<file path="src/hw/rtl/sfcc_pkg.sv">
`default_nettype none
// ----------------------------------------------------------------------------
// sfcc_pkg: sensor frame crc checker definitions
// Frame positions, CRC-16 constants and the one-byte CRC update function.
// ----------------------------------------------------------------------------
package sfcc_pkg;

    localparam int POS_W    = 4;
    localparam int CRC_W    = 16;
    localparam int VAL_W    = 16;
    localparam int SCALED_W = 23;

    typedef logic [POS_W-1:0] pos_t;
    typedef logic [CRC_W-1:0] crc_t;

    localparam crc_t CRC_INIT = 16'hFFFF;
    localparam crc_t CRC_POLY = 16'hA001;

    localparam logic [VAL_W-1:0]    RESET_VALUE = 16'd9999;
    localparam logic [SCALED_W-1:0] SCALE       = 23'd100;

    // byte positions within the reply frame
    localparam pos_t POS_FIRST  = 4'd0;
    localparam pos_t POS_HUM_HI = 4'd2;
    localparam pos_t POS_HUM_LO = 4'd3;
    localparam pos_t POS_TMP_HI = 4'd4;
    localparam pos_t POS_TMP_LO = 4'd5;
    localparam pos_t CRC_BYTES  = 4'd6;
    localparam pos_t POS_CRC_LO = 4'd6;
    localparam pos_t POS_CRC_HI = 4'd7;
    localparam pos_t FRAME_DONE = 4'd8;

    // modbus crc-16, lsb first, eight shift steps per byte
    function automatic crc_t crc_update(input crc_t crc, input logic [7:0] b);
        crc_t c;
        c = crc ^ {8'h00, b};
        for (int k = 0; k < 8; k++) begin
            if (c[0]) begin
                c = (c >> 1) ^ CRC_POLY;
            end else begin
                c = c >> 1;
            end
        end
        return c;
    endfunction

endpackage
`default_nettype wire

</file>
<file path="src/hw/rtl/sensor_frame_crc_checker_unit.sv">
`default_nettype none
// a result is registered in the middle stage, then in the output stage, after the last frame byte is accepted
// throughput: one byte per cycle while the input is not stalled, set by the single-byte crc update at the input
// output and middle stage each hold one result; input stalls only when both are full
// reset: no frame in progress, crc FFFF, stored values 9999, measured clear
// ----------------------------------------------------------------------------
// sensor_frame_crc_checker_unit
// Checks an 8-byte sensor reply with modbus crc-16 and reports scaled values.
// ----------------------------------------------------------------------------
module sensor_frame_crc_checker_unit (
    input  wire logic                  clk,
    input  wire logic                  rst_n,
    input  wire logic                  in_valid,
    output logic                       in_ready,
    input  wire logic [7:0]            rx_byte,
    input  wire logic                  frame_start,
    output logic                       out_valid,
    input  wire logic                  out_ready,
    output logic signed [22:0]         temperature_scaled,
    output logic [22:0]                humidity_scaled,
    output logic                       crc_ok,
    output logic                       measured
);

    // frame state
    sfcc_pkg::pos_t  pos_reg, pos_next;
    sfcc_pkg::crc_t  crc_reg, crc_next;
    logic [15:0]     hum_sh_reg, hum_sh_next;
    logic [15:0]     tmp_sh_reg, tmp_sh_next;
    logic [7:0]      crc_lo_reg, crc_lo_next;
    logic [15:0]     st_tmp_reg, st_tmp_next;
    logic [15:0]     st_hum_reg, st_hum_next;
    logic            meas_reg, meas_next;

    // middle stage
    logic            s1_valid_reg;
    logic [15:0]     s1_tmp_reg, s1_hum_reg;
    logic            s1_ok_reg, s1_meas_reg;

    // output stage
    logic            s2_valid_reg;
    logic [22:0]     s2_tmp_reg, s2_hum_reg;
    logic            s2_ok_reg, s2_meas_reg;

    logic            in_acc, s1_adv, s2_free;
    sfcc_pkg::pos_t  pos_eff;
    sfcc_pkg::crc_t  crc_eff;
    logic            meas_eff, frame_ok, emit;
    logic [22:0]     tmp_prod, hum_prod;

    assign s2_free = !s2_valid_reg || out_ready;
    assign s1_adv  = s1_valid_reg && s2_free;
    assign in_ready = !s1_valid_reg || s2_free;
    assign in_acc  = in_valid && in_ready;

    always_comb
    begin
        pos_eff  = frame_start ? sfcc_pkg::POS_FIRST : pos_reg;
        crc_eff  = frame_start ? sfcc_pkg::CRC_INIT : crc_reg;
        meas_eff = frame_start ? 1'b0 : meas_reg;

        pos_next    = pos_reg;
        crc_next    = crc_reg;
        hum_sh_next = hum_sh_reg;
        tmp_sh_next = tmp_sh_reg;
        crc_lo_next = crc_lo_reg;
        st_tmp_next = st_tmp_reg;
        st_hum_next = st_hum_reg;
        meas_next   = meas_reg;
        frame_ok    = (crc_eff == {rx_byte, crc_lo_reg});
        emit        = 1'b0;

        // idle bytes without a start leave everything untouched
        if (pos_eff < sfcc_pkg::FRAME_DONE) begin
            meas_next = meas_eff;
            crc_next  = (pos_eff < sfcc_pkg::CRC_BYTES)
                        ? sfcc_pkg::crc_update(crc_eff, rx_byte) : crc_eff;
            pos_next  = pos_eff + 4'd1;
            unique case (pos_eff)
                sfcc_pkg::POS_HUM_HI: hum_sh_next = {rx_byte, hum_sh_reg[7:0]};
                sfcc_pkg::POS_HUM_LO: hum_sh_next = {hum_sh_reg[15:8], rx_byte};
                sfcc_pkg::POS_TMP_HI: tmp_sh_next = {rx_byte, tmp_sh_reg[7:0]};
                sfcc_pkg::POS_TMP_LO: tmp_sh_next = {tmp_sh_reg[15:8], rx_byte};
                sfcc_pkg::POS_CRC_LO: crc_lo_next = rx_byte;
                sfcc_pkg::POS_CRC_HI:
                begin
                    emit     = 1'b1;
                    pos_next = sfcc_pkg::FRAME_DONE;
                    if (frame_ok) begin
                        st_tmp_next = tmp_sh_reg;
                        st_hum_next = hum_sh_reg;
                        meas_next   = 1'b1;
                    end
                end
                default: ;
            endcase
        end
    end

    assign tmp_prod = 23'($signed({{7{s1_tmp_reg[15]}}, s1_tmp_reg})
                          * $signed(sfcc_pkg::SCALE));
    assign hum_prod = 23'({7'b0, s1_hum_reg} * sfcc_pkg::SCALE);

    always_ff @(posedge clk or negedge rst_n)
    begin
        if (!rst_n) begin
            pos_reg      <= sfcc_pkg::FRAME_DONE;
            crc_reg      <= sfcc_pkg::CRC_INIT;
            hum_sh_reg   <= '0;
            tmp_sh_reg   <= '0;
            crc_lo_reg   <= '0;
            st_tmp_reg   <= sfcc_pkg::RESET_VALUE;
            st_hum_reg   <= sfcc_pkg::RESET_VALUE;
            meas_reg     <= 1'b0;
            s1_valid_reg <= 1'b0;
            s2_valid_reg <= 1'b0;
        end else begin
            if (in_acc) begin
                pos_reg    <= pos_next;
                crc_reg    <= crc_next;
                hum_sh_reg <= hum_sh_next;
                tmp_sh_reg <= tmp_sh_next;
                crc_lo_reg <= crc_lo_next;
                st_tmp_reg <= st_tmp_next;
                st_hum_reg <= st_hum_next;
                meas_reg   <= meas_next;
            end
            if (in_ready) begin
                s1_valid_reg <= in_acc && emit;
            end
            if (s2_free) begin
                s2_valid_reg <= s1_valid_reg;
            end
        end
    end

    // payload registers, no reset
    always_ff @(posedge clk)
    begin
        if (in_acc && emit) begin
            s1_tmp_reg  <= st_tmp_next;
            s1_hum_reg  <= st_hum_next;
            s1_ok_reg   <= frame_ok;
            s1_meas_reg <= meas_next;
        end
        if (s1_adv) begin
            s2_tmp_reg  <= tmp_prod;
            s2_hum_reg  <= hum_prod;
            s2_ok_reg   <= s1_ok_reg;
            s2_meas_reg <= s1_meas_reg;
        end
    end

    assign out_valid          = s2_valid_reg;
    assign temperature_scaled = $signed(s2_tmp_reg);
    assign humidity_scaled    = s2_hum_reg;
    assign crc_ok             = s2_ok_reg;
    assign measured           = s2_meas_reg;

    // empty middle stage never stalls the input
    a_ready_when_empty: assert property (@(posedge clk) disable iff (!rst_n)
        !s1_valid_reg |-> in_ready)
        else $error("input stalled with empty middle stage");

    // a matched crc always reports a held measurement
    a_ok_implies_measured: assert property (@(posedge clk) disable iff (!rst_n)
        out_valid && crc_ok |-> measured)
        else $error("crc match without measured flag");

    // frame position never leaves its range
    a_pos_range: assert property (@(posedge clk) disable iff (!rst_n)
        pos_reg <= sfcc_pkg::FRAME_DONE)
        else $error("frame position out of range");

    // a start request moves the frame to its second byte
    a_start_restart: assert property (@(posedge clk) disable iff (!rst_n)
        in_valid && in_ready && frame_start |=> pos_reg == 4'd1)
        else $error("frame start did not restart the count");

    // bytes outside a frame change no position
    a_idle_ignored: assert property (@(posedge clk) disable iff (!rst_n)
        in_valid && in_ready && !frame_start && pos_reg == sfcc_pkg::FRAME_DONE
        |=> pos_reg == sfcc_pkg::FRAME_DONE)
        else $error("idle byte changed frame position");

endmodule
`default_nettype wire
</file>
<file path="config.mk">
export PLATFORM = sky130hd
export DESIGN_NAME = sensor_frame_crc_checker_unit
export DESIGN_NICKNAME = d
export VERILOG_FILES = /design/src/hw/rtl/sfcc_pkg.sv /design/src/hw/rtl/sensor_frame_crc_checker_unit.sv
export SDC_FILE = /design/constraint.sdc
export NUM_CORES = 1
export LEC_CHECK = 0
export CAP_MARGIN = 20
export CORE_ASPECT_RATIO = 1.25
export CORE_MARGIN = 5
export CORE_UTILIZATION = 60
export DETAILED_ROUTE_END_ITERATION = 7
export DONT_BUFFER_PORTS = 1
export PLACE_DENSITY = 0.76
export REMOVE_ABC_BUFFERS = 1
export SLEW_MARGIN = 15
export SYNTH_ARGS = -nofsm -noshare
export SYNTH_HDL_FRONTEND = slang
export SYNTH_SLANG_ARGS = --single-unit
</file>
<file path="constraint.sdc">
create_clock -name clk -period 4.18 [get_ports clk]
set_input_delay 0.418 -clock clk [delete_from_list [all_inputs] [get_ports clk]]
set_output_delay 0.418 -clock clk [all_outputs]
set_load 0.05 [all_outputs]
</file>
==> run_results.csv <==
group,metric,value,unit
setup_path,crit_start,"s1_hum_reg[3]",
timing,finalCriticalPeriod,3.91,ns
global_routing,grt_antenna_before_repair,0,
drt,drtIter0Drc,299,
cts,cts_root_buf,"clkbuf_16",
drt,first_pass_iters,4,
cts,cts.clk_slew.worst_paths,0.06,ns
setup_path,critPathMostFrequentCell,"ha_1",
drt,via_per_inst,5.75,
floorplanning,core,17300,µm²
final_layout,final_core_util,65.2,%
timing,timing.fmax,256,MHz
setup_path,required,4.36,ns
cts,clock_latency,0.43,ns
cts,cts_tree,"yes",
timing,fin_tns_setup,0,ns
final_layout,final_nets,952,
timing,slew_headroom,29.0,%
synthesis,synth_cell_type_count,59,
drt,ant_nets,0,
run,max-cap-violations,0,
cts,cts.sinks,173,
drt,drc,0,
placed_design,portBuffers,0,
synthesis,synth_edf_count,78,
global_routing,grt_overflow,0,
setup_path,cpPeakStageDelay,0.50,ns
timing,worst_slew_pin_slew,1.07,ns
cts,cts_buffers,17,
drt,vias,6022,
floorplanning,die_h,158,µm
cts,postCtsSetupBuffers,0,
setup_path,crit_path_top_delay_cell,"a2111oi_1",
final_layout,synthToLayoutAreaGrowth,7.47,%
synthesis,synth_area_leader_cell,"edfxtp_1",
final_layout,num_antenna_cells,0,
synthesis,ys.flop_type,"edfxtp_1",
setup_path,worstPathCellList,"ha_1 > ha_1 > fa_1 > ha_1 > a21o_1 > a21oi_1 > o21bai_1 > a2111oi_1 > o31ai_1 > nand3_1 > a311o_1 > xnor2_1",
pwr,leakagePower,5.42,nW
drt,wirelength,18.8,mm
final_layout,fill_cells,1270,
synthesis,synth_top_area_share,22.3,%
setup_path,crit_path_end_kind,"flip-flop",
pwr,vdd_drop_max,0.000414,V
placed_design,dp_cells,1013,
synthesis,synth_area_per_cell,12.9,µm²
pwr,p_total,0.00488,W
synthesis,yosysWarnings,0,
timing,setup_violations,0,
setup_path,startpoint_type,"flip-flop",
floorplanning,dieArea,20200,µm²
final_layout,final_cell_mix,"ha_1 (104), edfxtp_1 (78), inv_1 (67)",
synthesis,seq_area_frac_synth,45.4,%
drt,detail_route.wl_per_cell,17.9,µm
timing,fin_crit_sh,93.5,%
timing,finClkSkew,0.00747,ns
timing,finalHoldViolations,0,
synthesis,synthTopCellsByArea,"edfxtp_1 (22%), dfrtp_1 (15%), ha_1 (12%), mux2_4 (8.3%), dfstp_2 (8.3%)",
final_layout,fin_cells,1047,
global_routing,grt_pass1_wl,32.0,mm
global_routing,grt_max_degree,96,
min_path,hold_class,"input port to flip-flop",
timing,rsz0062_at_grt,"false",
synthesis,async_reset_ff_share,54.9,%
setup_path,critPathKind,"flip-flop to flip-flop",
placed_design,post-dp-hpwl,13.1,mm
synthesis,ys_ff_latch,173,
synthesis,synthCells,814,
setup_path,reg2reg_from,"s1_hum_reg[3]",
cts,htreeDepth,4,
global_routing,grt_pass1_vias,6517,
status,status,"finished, final reports clean",
timing,drv_slew,0,
global_routing,gr-usage-all-layers,19.7,%
floorplanning,die_w,128,µm
pwr,power_density,433,nW/µm²
setup_path,cp_max_fo,3,
final_layout,drive_gt1_share,23.0,%
synthesis,syn_area,10500,µm²
setup_path,cp.arrival,4.09,ns
final_layout,layout.cells.most_common,"ha_1",
floorplanning,rows,54,
placed_design,place_congestion,0.852,
floorplanning,ioPinCount,63,
min_path,hold_start,"frame_start",
floorplanning,start_util,60.6,%
cts,cts_max_path_buffers,2,
-- power breakdown --
group	total [W]	leakage [nW]	switching [W]	internal, W
registers	0.00233	1.96	0.000277	0.00206
clock network	0.00186	0.341	0.000674	0.00118
logic	0.000692	3.12	0.000294	0.000398
-- routing by layer --
metal	track usage (%)	wire, µm
met1	23.9	7990
met2	33.9	9740
met3	4.76	641
met4	7.48	422
met5	0	0
-- cells in the mapped netlist (all sizes together) (3+ instances only) --
| cell | n |
|---|---|
| a221oi | 3 |
| o21ai | 16 |
| dfrtp | 62 |
| and3 | 3 |
| inv | 67 |
| nand3 | 5 |
| nand2b | 3 |
| o21bai | 4 |
| a21oi | 41 |
| edfxtp | 78 |
| and2 | 6 |
| a21o | 21 |
| mux2 | 109 |
| nor3 | 14 |
| nor2b | 7 |
| dfstp | 33 |
| nand2 | 35 |
| nor2 | 35 |
| ha | 104 |
| nor3b | 7 |
| buf | 30 |
| fa | 25 |
| clkbuf | 4 |
| xnor2 | 40 |
| xor2 | 24 |
| o22ai | 10 |
-- per-stage QoR --
step,worst slack [ns],area [µm²],hold slack [ns]
after floorplan,0.107,10200,0.122
after global placement,0.375,10500,0.128
after detailed placement,0.230,10500,0.126
after CTS,0.147,11300,0.0484
after global routing,0.0240,11300,0.0499
final,0.272,11300,0.0696
-- logic make-up after synthesis --
group           Yosys count  share of synthesized area (%)
flops                   173                           45.4
fa+ha+maj               129                           17.2
simple gates            124                           5.86
compound gates          110                           6.80
mux                     110                           13.9
buf+inv                 102                           5.30
xor+xnor                 65                           5.56
other cells               1                         0.0358
-- timing repair --
item                       CTS  global route
hold buffers                 2             0
setup endpoints to repair    0             4
hold endpoints to repair    95             0
gates resized for setup      0             2
-- worst paths after layout --
kind | end | slack [ns] | cells past startpoint
max reg2reg | humidity_scaled[22] | 0.27 | 12
max in group asynchronous | crc_reg[15] | 3.22 | 2
max | humidity_scaled[22] | 0.27 | 12
min reg2reg | measured | 0.42 | 0
min | crc_reg[0] | 0.07 | 1
min in group asynchronous | st_hum_reg[6] | 0.56 | 2
-- critical path: cells and delay by family (launching register included) --
family / cells / cell delay, ns
XOR/XNOR: 1 / 0.07
AND/OR/NAND/NOR: 1 / 0.16
flip-flops: 1 / 0.45
adder cells (fa/ha/maj): 4 / 1.52
AO/OA/AOI/OAI: 6 / 1.46
-- cell type report --
type	count	area (µm²)	share of cell area [%]
inverters	68	255	2.26
clock inverters	15	267	2.36
multi-input cells	542	5190	46.0
well taps	224	280	2.49
flip-flops and latches	173	4760	42.2
clock buffers	17	425	3.77
repair buffers	8	95.1	0.844
(Power assumes the default switching activity.)
